<file path="config.mk">
export PLATFORM = sky130hd
export DESIGN_NAME = multilevel_ready_queue_scheduler_top
export DESIGN_NICKNAME = d
export VERILOG_FILES = /design/src/hdl/mrq_pkg.sv /design/src/hdl/mrq_ram.sv /design/src/hdl/mrq_free_find.sv /design/src/hdl/multilevel_ready_queue_scheduler_top.sv
export SDC_FILE = /design/constraint.sdc
export NUM_CORES = 1
export LEC_CHECK = 0
export ABC_CLOCK_PERIOD_IN_PS = 4300
export BUFFER_PORTS_ARGS = -buffer_cell sky130_fd_sc_hd__buf_4
export CORE_MARGIN = 3
export CORE_UTILIZATION = 50
export DETAILED_ROUTE_END_ITERATION = 7
export GPL_TIMING_DRIVEN = 0
export HOLD_SLACK_MARGIN = 0.1
export PLACE_DENSITY = 0.68
export SYNTH_ARGS = -nofsm -noshare
export SYNTH_HDL_FRONTEND = slang
export SYNTH_SLANG_ARGS = --single-unit
</file>
<file path="constraint.sdc">
create_clock -name clk -period 4.3 [get_ports clk]
set_clock_uncertainty 0.05 [all_clocks]
set_input_delay 0.645 -clock clk [delete_from_list [all_inputs] [get_ports clk]]
set_output_delay 0.645 -clock clk [all_outputs]
set_load 0.05 [all_outputs]
</file>
<file path="src/hdl/mrq_pkg.sv">
package mrq_pkg;

  // Command codes carried by the cmd field
  localparam logic CMD_CREATE = 1'b0;
  localparam logic CMD_NEXT   = 1'b1;

  // The create that brings the running total to this count starts the tick timer
  localparam int unsigned TICK_START_COUNT = 2;

  // Width of the saturating create counter
  localparam int unsigned TOTAL_W = 7;

  // Result status codes
  typedef enum logic [1:0] {
    STATUS_OK        = 2'd0,
    STATUS_POOL_FULL = 2'd1,
    STATUS_NO_READY  = 2'd2
  } status_t;

endpackage

</file>
<file path="src/hdl/mrq_ram.sv">
module mrq_ram #(
  parameter int WIDTH = 8,
  parameter int DEPTH = 16
) (
  input  logic                     clk,
  input  logic                     we,
  input  logic [$clog2(DEPTH)-1:0] waddr,
  input  logic [WIDTH-1:0]         wdata,
  input  logic                     re,
  input  logic [$clog2(DEPTH)-1:0] raddr,
  output logic [WIDTH-1:0]         rdata
);

  logic [WIDTH-1:0] mem [DEPTH];

  // One write port, one registered read port; read data holds while re is low
  always_ff @(posedge clk) begin
    if (we) begin
      mem[waddr] <= wdata;
    end
    if (re) begin
      rdata <= mem[raddr];
    end
  end

endmodule

</file>
<file path="src/hdl/mrq_free_find.sv">
module mrq_free_find #(
  parameter int SLOTS = 8
) (
  input  logic                     clk,
  input  logic                     rst,
  input  logic [SLOTS-1:0]         busy,
  output logic                     found,
  output logic [$clog2(SLOTS)-1:0] idx
);

  localparam int SW = $clog2(SLOTS);

  logic          found_next;
  logic [SW-1:0] idx_next;

  // Lowest free slot; scan from the top so the lowest index wins
  always_comb begin
    found_next = 1'b0;
    idx_next   = '0;
    for (int i = SLOTS - 1; i >= 0; i--) begin
      if (!busy[i]) begin
        found_next = 1'b1;
        idx_next   = SW'(i);
      end
    end
  end

  // Registered result, reflecting the busy bits of the previous cycle
  always_ff @(posedge clk) begin
    if (rst) begin
      found <= 1'b0;
    end else begin
      found <= found_next;
    end
    idx <= idx_next;
  end

endmodule

</file>
<file path="src/hdl/multilevel_ready_queue_scheduler_top.sv">
// Multilevel ready-queue thread scheduler.
// Input channel (in_valid / in_stall) takes one command word: cmd, level_sel,
// active_slot, active_is_null. A create (cmd 0) takes the lowest free slot and
// appends it to its level's FIFO if it has room; a next (cmd 1) requeues a
// non-null active slot likewise, then pops the head of the highest-priority non-empty queue.
// Output channel (out_valid / out_stall) returns one result word per command:
// status, chosen_slot, start_ticking.
// Steps: a create's result word is loaded in the create step after acceptance; a
// next looks up the level at acceptance, then writes the requeue, then pops and
// reads the queue memory, then loads the result (from the pop step if no queue
// is ready). One command is in flight at a time: in_stall stays high until the
// command has finished its steps, so no new command is taken before that.
// The block accepts the next command while the previous result is still held
// in the output register. If the receiver stalls, a create commits no state
// until the result register frees; a next finishes its queue updates and holds
// the picked slot in its last step until then.
// Reset: after rst drops the block spends one cycle writing the idle thread
// (slot 0) into the idle queue and the level table, with in_stall high.
module multilevel_ready_queue_scheduler_top #(
  parameter int POOL_SLOTS = 8,
  parameter int NUM_LEVELS = 5
) (
  input  logic       clk,
  input  logic       rst,
  input  logic       in_valid,
  output logic       in_stall,
  input  logic       cmd,
  input  logic [2:0] level_sel,
  input  logic [2:0] active_slot,
  input  logic       active_is_null,
  output logic       out_valid,
  input  logic       out_stall,
  output logic [1:0] status,
  output logic [2:0] chosen_slot,
  output logic       start_ticking
);

  localparam int SW    = $clog2(POOL_SLOTS);
  localparam int LW    = $clog2(NUM_LEVELS);
  localparam int CW    = $clog2(POOL_SLOTS + 1);
  localparam int PW    = CW + 1;
  localparam int QD    = NUM_LEVELS * POOL_SLOTS;
  localparam int QA    = $clog2(QD);
  localparam int TW    = mrq_pkg::TOTAL_W;
  localparam logic [LW-1:0] IDLE_LVL = LW'(NUM_LEVELS - 1);

  typedef enum logic [2:0] {
    ST_INIT,
    ST_IDLE,
    ST_CREATE,
    ST_REQUEUE,
    ST_POP,
    ST_READ
  } state_t;

  state_t state;

  // Latched command word
  logic          c_cmd;
  logic [LW-1:0] c_lvl;
  logic [2:0]    c_act;
  logic          c_null;

  // Scheduler state in flops
  logic [POOL_SLOTS-1:0] slot_busy;
  logic [SW-1:0]         queue_head  [NUM_LEVELS];
  logic [CW-1:0]         queue_count [NUM_LEVELS];
  logic [TW-1:0]         created_total;

  // Output register
  mrq_pkg::status_t out_status;
  logic [2:0]       out_slot;
  logic             out_tick;

  logic out_free;
  logic accept;
  logic [LW-1:0] sel_lvl;

  assign out_free = !out_valid || !out_stall;
  assign in_stall = (state != ST_IDLE);
  assign accept   = in_valid && !in_stall;

  // Out-of-range levels fall to the idle level
  assign sel_lvl = ({1'b0, level_sel} >= 4'(NUM_LEVELS)) ? IDLE_LVL : LW'(level_sel);

  // Free slot search
  logic          free_found;
  logic [SW-1:0] free_idx;

  mrq_free_find #(.SLOTS(POOL_SLOTS)) u_free (
    .clk   (clk),
    .rst   (rst),
    .busy  (slot_busy),
    .found (free_found),
    .idx   (free_idx)
  );

  // Per-slot level table
  logic          lv_we;
  logic [SW-1:0] lv_waddr;
  logic [LW-1:0] lv_wdata;
  logic [LW-1:0] lv_rdata;

  mrq_ram #(.WIDTH(LW), .DEPTH(POOL_SLOTS)) u_level_ram (
    .clk   (clk),
    .we    (lv_we),
    .waddr (lv_waddr),
    .wdata (lv_wdata),
    .re    (accept),
    .raddr (SW'(active_slot)),
    .rdata (lv_rdata)
  );

  // Ready queue store, one region of POOL_SLOTS entries per level
  logic          q_we;
  logic [QA-1:0] q_waddr;
  logic [SW-1:0] q_wdata;
  logic          q_re;
  logic [QA-1:0] q_raddr;
  logic [SW-1:0] q_rdata;

  mrq_ram #(.WIDTH(SW), .DEPTH(QD)) u_queue_ram (
    .clk   (clk),
    .we    (q_we),
    .waddr (q_waddr),
    .wdata (q_wdata),
    .re    (q_re),
    .raddr (q_raddr),
    .rdata (q_rdata)
  );

  // Requeue decode
  logic [SW-1:0] act_idx;
  logic          req_ok;
  logic [LW-1:0] req_lvl;

  assign act_idx = SW'(c_act);
  assign req_ok  = !c_null && (7'(c_act) < 7'(POOL_SLOTS));
  assign req_lvl = slot_busy[act_idx] ? lv_rdata : '0;

  // Push target: level of create or of requeue
  logic [LW-1:0] push_lvl;
  logic [SW-1:0] push_slot;
  logic          push_room;
  logic [PW-1:0] push_sum;
  logic [SW-1:0] push_pos;

  assign push_lvl  = (state == ST_CREATE) ? c_lvl : req_lvl;
  assign push_slot = (state == ST_CREATE) ? free_idx : act_idx;
  assign push_room = queue_count[push_lvl] < CW'(POOL_SLOTS);
  assign push_sum  = PW'(queue_head[push_lvl]) + PW'(queue_count[push_lvl]);
  assign push_pos  = (push_sum >= PW'(POOL_SLOTS)) ? SW'(push_sum - PW'(POOL_SLOTS))
                                                    : SW'(push_sum);

  // Highest-priority non-empty queue
  logic          pop_found;
  logic [LW-1:0] pop_lvl;
  logic [SW-1:0] pop_head_inc;

  always_comb begin
    pop_found = 1'b0;
    pop_lvl   = '0;
    for (int i = NUM_LEVELS - 1; i >= 0; i--) begin
      if (queue_count[i] != '0) begin
        pop_found = 1'b1;
        pop_lvl   = LW'(i);
      end
    end
  end

  assign pop_head_inc = (queue_head[pop_lvl] == SW'(POOL_SLOTS - 1)) ? '0
                                                                     : queue_head[pop_lvl] + 1'b1;

  // Create commit
  logic          create_go;
  logic [TW-1:0] total_next;

  assign create_go  = (state == ST_CREATE) && out_free && free_found;
  assign total_next = (created_total == '1) ? created_total : created_total + 1'b1;

  // Result register load: a finishing step with room in the output register
  logic out_load;

  assign out_load = out_free && ((state == ST_CREATE) || (state == ST_READ) ||
                                 ((state == ST_POP) && !pop_found));

  // Memory write and read control
  always_comb begin
    lv_we    = 1'b0;
    lv_waddr = '0;
    lv_wdata = IDLE_LVL;
    q_we     = 1'b0;
    q_waddr  = QA'(NUM_LEVELS - 1) * QA'(POOL_SLOTS);
    q_wdata  = '0;
    q_re     = 1'b0;
    q_raddr  = QA'(pop_lvl) * QA'(POOL_SLOTS) + QA'(queue_head[pop_lvl]);
    case (state)
      ST_INIT: begin
        lv_we = 1'b1;
        q_we  = 1'b1;
      end
      ST_CREATE: begin
        lv_we    = create_go;
        lv_waddr = free_idx;
        lv_wdata = c_lvl;
        q_we     = create_go && push_room;
        q_waddr  = QA'(push_lvl) * QA'(POOL_SLOTS) + QA'(push_pos);
        q_wdata  = push_slot;
      end
      ST_REQUEUE: begin
        q_we    = req_ok && push_room;
        q_waddr = QA'(push_lvl) * QA'(POOL_SLOTS) + QA'(push_pos);
        q_wdata = push_slot;
      end
      ST_POP: begin
        q_re = pop_found;
      end
      default: begin
      end
    endcase
  end

  // Sequencer, scheduler state and result register
  always_ff @(posedge clk) begin
    if (rst) begin
      state         <= ST_INIT;
      out_valid     <= 1'b0;
      slot_busy     <= POOL_SLOTS'(1);
      created_total <= TW'(1);
      for (int i = 0; i < NUM_LEVELS; i++) begin
        queue_head[i]  <= '0;
        queue_count[i] <= (i == NUM_LEVELS - 1) ? CW'(1) : '0;
      end
    end else begin
      if (out_load) begin
        out_valid <= 1'b1;
      end else if (out_valid && !out_stall) begin
        out_valid <= 1'b0;
      end
      case (state)
        ST_INIT: begin
          state <= ST_IDLE;
        end
        ST_IDLE: begin
          if (in_valid) begin
            c_cmd  <= cmd;
            c_lvl  <= sel_lvl;
            c_act  <= active_slot;
            c_null <= active_is_null;
            state  <= (cmd == mrq_pkg::CMD_CREATE) ? ST_CREATE : ST_REQUEUE;
          end
        end
        ST_CREATE: begin
          if (out_free) begin
            state <= ST_IDLE;
            if (free_found) begin
              slot_busy[free_idx] <= 1'b1;
              created_total       <= total_next;
              if (push_room) begin
                queue_count[push_lvl] <= queue_count[push_lvl] + 1'b1;
              end
              out_status <= mrq_pkg::STATUS_OK;
              out_slot   <= 3'(free_idx);
              out_tick   <= (total_next == TW'(mrq_pkg::TICK_START_COUNT));
            end else begin
              out_status <= mrq_pkg::STATUS_POOL_FULL;
              out_slot   <= '0;
              out_tick   <= 1'b0;
            end
          end
        end
        ST_REQUEUE: begin
          if (req_ok && push_room) begin
            queue_count[push_lvl] <= queue_count[push_lvl] + 1'b1;
          end
          state <= ST_POP;
        end
        ST_POP: begin
          if (pop_found) begin
            queue_head[pop_lvl]  <= pop_head_inc;
            queue_count[pop_lvl] <= queue_count[pop_lvl] - 1'b1;
            state                <= ST_READ;
          end else if (out_free) begin
            out_status <= mrq_pkg::STATUS_NO_READY;
            out_slot   <= '0;
            out_tick   <= 1'b0;
            state      <= ST_IDLE;
          end
        end
        ST_READ: begin
          if (out_free) begin
            out_status <= mrq_pkg::STATUS_OK;
            out_slot   <= 3'(q_rdata);
            out_tick   <= 1'b0;
            state      <= ST_IDLE;
          end
        end
        default: begin
          state <= ST_IDLE;
        end
      endcase
    end
  end

  assign status        = out_status;
  assign chosen_slot   = out_slot;
  assign start_ticking = out_tick;

  // A latched next command never reaches the create step
  a_cmd_path: assert property (@(posedge clk) disable iff (rst)
    (state == ST_CREATE) |-> (c_cmd == mrq_pkg::CMD_CREATE))
    else $error("create step entered for a next command");

  // Results only appear out of a finishing step
  a_out_source: assert property (@(posedge clk) disable iff (rst)
    $rose(out_valid) |-> $past(state == ST_CREATE || state == ST_POP || state == ST_READ))
    else $error("result word appeared outside a finishing step");

  // Tick start only on a successful create
  a_tick_ok: assert property (@(posedge clk) disable iff (rst)
    (out_valid && start_ticking) |-> (status == mrq_pkg::STATUS_OK))
    else $error("start_ticking raised with an error status");

  // The idle thread's slot never becomes free and the create count never wraps to zero
  a_idle_slot: assert property (@(posedge clk) disable iff (rst)
    slot_busy[0] && (created_total != '0))
    else $error("slot 0 freed or create count wrapped");

endmodule

</file>
Word level (Yosys, flattened, before mapping). Memory sizes are Yosys's and may differ from the RTL's. A register that Yosys moved wholly into a read port is not among the register bits. Cells that the tools add are included. Widths: inputs -> output; s select.

Register bits: 36. RAM bits: 179. Bits of input ports: 12. Output and inout port bits: 8. Logic and storage cells: 181. Memories: 4.

Memories: u_queue_ram.mem (words 40, width 3, read ports 1, clocked after Yosys merged registers in 1, write ports 1, line mrq_ram.sv:14) `logic [WIDTH-1:0] mem [DEPTH];`; u_level_ram.mem (words 8, width 3, read ports 1, clocked after Yosys merged registers in 1, write ports 1, line mrq_ram.sv:14); queue_count (words 5, width 4, read ports 7, clocked after Yosys merged registers in 0, write ports 5, line multilevel_ready_queue_scheduler_top.sv:67) `logic [CW-1:0] queue_count [NUM_LEVELS];`; queue_head (words 5, width 3, read ports 2, clocked after Yosys merged registers in 0, write ports 5, line multilevel_ready_queue_scheduler_top.sv:66) `logic [SW-1:0] queue_head [NUM_LEVELS];`.

Add/subtract/negate cells: 8. $lt $le $gt $ge: 6. Equal/unequal tests: 14. Multiplexer cells: 96. Bitwise logic cells: 3. Reductions and logical operators: 36.

Operators by type and width (count): $mux 3 (29); $mux 1 (48); $reduce_bool 4->1 (5); $add 6x3->6 (2); $mux 2 (6); $mux 4 (3); $pmux 3 s4 (1); $ne 2x2->1 const B (5); $eq 3x3->1 const B (3); $logic_and 1x1->1 (9); $pmux 3 s3 (1); $lt 3x4->1 const B (2); $or 8x8->8 (1); $reduce_and 4->1 (2); $reduce_or 4->1 (2); $add 7x1->7 const B (1); $eq 7x2->1 const B (1); $eq 7x7->1 const B (1); $mux 7 (1); $eq 3x2->1 const B (2); $mux 6 (1); $pmux 1 s3 (2); $pmux 2 s3 (1); $reduce_and 3->1 (2); 25 further kinds (32).

Longest topological paths before layout. An unclocked memory read counts as a cell.

Depth after elaboration: 16. Gate-level depth with buffers: 17. Depth with buffers taken out: 13.

Cells and area by module. From an unflattened synthesis, not the netlist that was laid out.

Cells, all modules: 849. Area total of the unflattened synthesis: 11237.0 sq um.

Modules (own cells, without submodules): mrq_ram (u_queue_ram) (times used 1, cells each 305, area an instance 5188.7 sq um, seq. area each 3693.5 sq um); multilevel_ready_queue_scheduler_top (times used 1, cells each 475, area an instance 4815.9 sq um, seq. area each 2452.4 sq um); mrq_ram (u_level_ram) (times used 1, cells each 50, area an instance 1072.3 sq um, seq. area each 810.8 sq um); mrq_free_find (times used 1, cells each 19, area an instance 160.2 sq um, seq. area each 80.1 sq um).

Least setup slack after synthesis. No wires, ideal clock.

Kind: reg2reg. From: reg c_act[0], in the netlist act_idx[0]. To: mem u_queue_ram.mem[14][0] in the netlist's numbering (enable). Library setup time: 0.345 ns. Arrival time: 3.927 ns. Data required time: 3.905 ns. Slack: -0.022 ns. Cell stages (with the launch flop): 17. Path buffers: 4. Period minus slack after synthesis: 4.322 ns. Cells stage by stage: edfxtp_1 > buf_2 > mux2_2 > o211a_1 > a31oi_1 > buf_2 > buf_1 > and2_1 > a211oi_1 > a211oi_1 > a31o_2 > ha_1 > inv_1 > fa_1 > or3_1 > buf_1 > nor3_1.

Cells in the longest elaborated chain, start to end: 10. Elaborated cells between the ends (all ways): 18. Those cells by class: 3 x add/sub; 2 x order compare; 9 x mux; 2 x reduce/logical; 2 x memory.

RTL lines: from (decl) (line multilevel_ready_queue_scheduler_top.sv:61) `logic [2:0] c_act;`; from (signal assigned) (line multilevel_ready_queue_scheduler_top.sv:248) `c_act <= active_slot;`; $bmux 1 s3 * (line multilevel_ready_queue_scheduler_top.sv:139) `assign req_lvl = slot_busy[act_idx] ? lv_rdata : '0;`; $mux 1 (implied by the code) * (line multilevel_ready_queue_scheduler_top.sv:139); $mux 3 * (line multilevel_ready_queue_scheduler_top.sv:139); $mux 3 * (line multilevel_ready_queue_scheduler_top.sv:148) `assign push_lvl = (state == ST_CREATE) ? c_lvl : req_lvl;`; $mem_v2 5x3 / $mem_v2 5x4 (equally long branches); $add 3x4->5 / $lt 4x4->1 (equally long branches) (line multilevel_ready_queue_scheduler_top.sv:151, multilevel_ready_queue_scheduler_top.sv:150); $ge 5x4->1, or another cell as far along (line multilevel_ready_queue_scheduler_top.sv:152) `assign push_pos = (push_sum >= PW'(POOL_SLOTS)) ? SW'(push_sum - PW'(POOL_SLOTS))`; $mux 3 / $pmux 1 s3 (equally long branches) (line multilevel_ready_queue_scheduler_top.sv:152, multilevel_ready_queue_scheduler_top.sv:197); $add 6x3->6 / $mux 1 (equally long branches) (line multilevel_ready_queue_scheduler_top.sv:207, multilevel_ready_queue_scheduler_top.sv:212, mrq_ram.sv:18); $mux 6 / $mux 1 (equally long branches); to (decl) (line mrq_ram.sv:14).

Mark *: on every way between the ends. The rest lies on a longest branch, timed or not. The select of a mux whose other input is x is not followed.

Final worst setup path.
From: reg c_act[0], in the netlist act_idx[0]. To: mem u_queue_ram.mem[12][0] in the netlist's numbering (enable).

The elaborated chain is that of the path after synthesis.

==> out/metrics.cfg <==
[setup_path]
cp_cell_sequence = buf_6, mux2_4, o211a_4, a31oi_4, buf_8, buf_6, mux2i_1, mux4_2, inv_2, ha_4, inv_2, fa_2, nand2b_4, or2_4, nor3_4
slowest_stage = fa_2
cp-end-kind = flop
cp.arrival_ns = 4.42
cp-start-kind = flop
rrSetupSlack_ns = 0.04
crit_type = flop to flop
cp_num_buf_inv = 5
crit_family = multiplexers
required_ns = 4.46
slowest_delay_ns = 0.63
cp_max_fo = 5

[logic_synthesis]
synth_cell_type_count = 80
yosys.area.top_type_share_pct = 57.7
synth_area_leader_cell = edfxtp_1
synth.top_cells.by_count = edfxtp_1, nand2_1, nor2_1
synth.most_common_cell = edfxtp_1
synth_area_per_cell_um2 = 12.2
synth_area_um2 = 11400
syn_inst = 934
synth_edf_count = 219
synth_flop_cell = edfxtp_1
synth_seq_area_share_pct = 61.8
synth.area.top_cells = edfxtp_1, mux2i_1, dfxtp_1, nand2_1, nor3_1
ys_ff_latch = 242
yosys_warnings = 0
synthArstFlopShare_pct = 0

[routing]
drc = 0
routed-via-count = 8254
dr.first_iter.drc_count = 888
drt-total-wl_um = 30500
vias_per_cell = 6.30
wl_per_cell_um = 23.3
postRouteAntennaNets = 0
firstDrtPassIters = 5

[global_route]
grt_pass1_vias = 8074
use_met3_pct = 4.78
busiest_layer = met2
grt_max_degree = 41
grt.total_usage_pct = 24.9
antenna_found_initial = 0
use_met2_pct = 39.3
grt_pass1_wl_um = 47000
grt_overflow = 0
grt_util_met1_pct = 35.2

[clocking]
h-tree-depth = 1
cts.reportedPaths.clkPinSlew_ns = 0.06
cts_sinks = 242
cts_tree = built
cts-root-buf = clkbuf_16
hold_buffers = 0
clock_latency_ns = 0.54
cts_buffers = 26
clockBufferDepth = 3

[floorplanning]
die_w_um = 157
dieHeight_um = 157
num_io_pins = 20
start_util_pct = 51.6
core_um2 = 22100
row_count = 54
die_area_um2 = 24600

[cells_and_area]
num-fill-cells = 1689
antenna_cells = 0
area_delta_synth_final_pct = 19.6
final_area_um2 = 13600
seqCellArea_um2 = 7040
layout-drive-gt1-share_pct = 21.9
multi_input_area_um2 = 4660
final_nets = 1033

[place]
port_buffers = 19
dp.final_hpwl_um = 20800
gp_congestion = 0.933
place_ws_ns = -1.04
dpl-instance-area_um2 = 12000

[sta]
max_freq_mhz = 235
fin_ws_ns = 0.0445
slew_violations = 0
timing.final.crit_share_pct = 99.0
worst_slew_pin_slew_ns = 1.23
layout_min_cycle_time_ns = 4.26
slew_headroom_pct = 17.3
grt_setup_unrepaired = yes
finalSetupViolations = 0
finalHoldViolCount = 0

[flow_run]
maxCapViolCount = 0

[power]
powerDensity_nw_per_um2 = 408
p_leak_nw = 4.90
irDropWorstVdd_mv = 0.299

[outcome]
status = complete, no violations

[min_path]
hp-class = input pin to flop

[registers in the layout, summed over array words and instances (netlist names), named ones only]
signal and count:
created_total 6, c_null 1, start_ticking 1, u_queue_ram.mem 120
out_valid 1, u_free.found 1, status 2, slot_busy 8
c_lvl 3, u_free.idx 3, u_level_ram.rdata 3, chosen_slot 3
act_idx 3, u_level_ram.mem 24, u_queue_ram.rdata 3, queue_head 24
state 3, queue_count 32
[cells by family (layout without fill, tap and decap cells)]
logic type / Yosys count / count (layout) / share of synthesized area (%)
other: 1 / 9 / 0.0329
buffers and inverters: 71 / 159 / 2.78
adders and majority gates: 8 / 8 / 0.945
muxes: 70 / 70 / 7.16
AOI/OAI and AO/OA: 172 / 172 / 10.7
xor gates and xnor gates: 9 / 9 / 0.692
and+or+nand+nor: 361 / 362 / 15.9
DFF: 242 / 242 / 61.8
[worst paths after layout]
path / depth (start not counted) / startpoint / endpoint
max: 15 / act_idx[0] / u_queue_ram.mem[12][0]
min: 1 / active_is_null / c_null
max reg2reg: 15 / act_idx[0] / u_queue_ram.mem[12][0]
min reg2reg: 2 / slot_busy[0] / u_free.idx[1]
[area by class of cell]
| class | count | area share (%) |
|---|---|---|
| plain buffers | 50 | 2.15 |
| clock buffers | 30 | 4.89 |
| clock inverters | 16 | 1.23 |
| inverters | 18 | 0.524 |
| multi-input cells | 630 | 34.2 |
| flip-flops and latches | 242 | 51.7 |
| well taps | 280 | 2.57 |
| repair buffers | 45 | 2.74 |
[metal layers]
metal  vias up  part of all wire, %
met5         -                    0
met4         0                  2.9
met3        72                  8.9
met2       414                   47
met1      4030                   42
li1       3738                    -
[cell usage in the layout, fill, tap and decap left out, types with 9 or more instances in the layout]
cell | synthesis | final
nand2b_1 | 17 | 16
mux2i_1 | 50 | 49
o21ai_0 | 18 | 17
a21oi_1 | 44 | 43
buf_6 | 3 | 9
buf_4 | 2 | 46
nor3_2 | 0 | 9
conb_1 | 1 | 9
edfxtp_1 | 219 | 219
clkbuf_16 | 0 | 26
mux2_2 | 12 | 11
clkbuf_1 | 25 | 22
nor3_1 | 63 | 24
nand2_1 | 97 | 95
nor3_4 | 0 | 30
and2_1 | 10 | 9
and3_1 | 16 | 16
buf_2 | 16 | 10
inv_1 | 16 | 13
nor2_1 | 82 | 78
a221oi_1 | 13 | 13
nor2b_1 | 10 | 10
nand3_1 | 16 | 15
dfxtp_1 | 23 | 23
a211oi_1 | 18 | 18
[metrics by stage]
stage                     setup TNS (ns)  cells  hold WS [ns]  utilization [%]  total power [mW]
after floorplan                        0    942         0.397                -              3.03
after global placement            -86.50   1241         0.427             53.9              3.22
after detailed placement         -100.31   1242         0.427             54.1              3.23
after CTS                              0   1292         0.218             60.2              5.50
after global routing              -0.917   1311         0.220             61.6              5.73
final                                  0   1311         0.231             61.6              5.55
[where the power goes]
group	switching, mW	leakage (nW)	internal [mW]
logic	0.516	2.20	0.239
clock network	0.926	0.391	1.24
registers	0.0306	2.32	2.60
[repair_timing]
action,in CTS,in global routing
resized for setup,98,43
gates cloned,1,0
buffers inserted,6,19
pin swaps,10,12
setup endpoints to repair,137,150
Note: power is estimated with default switching activity, not from simulation.
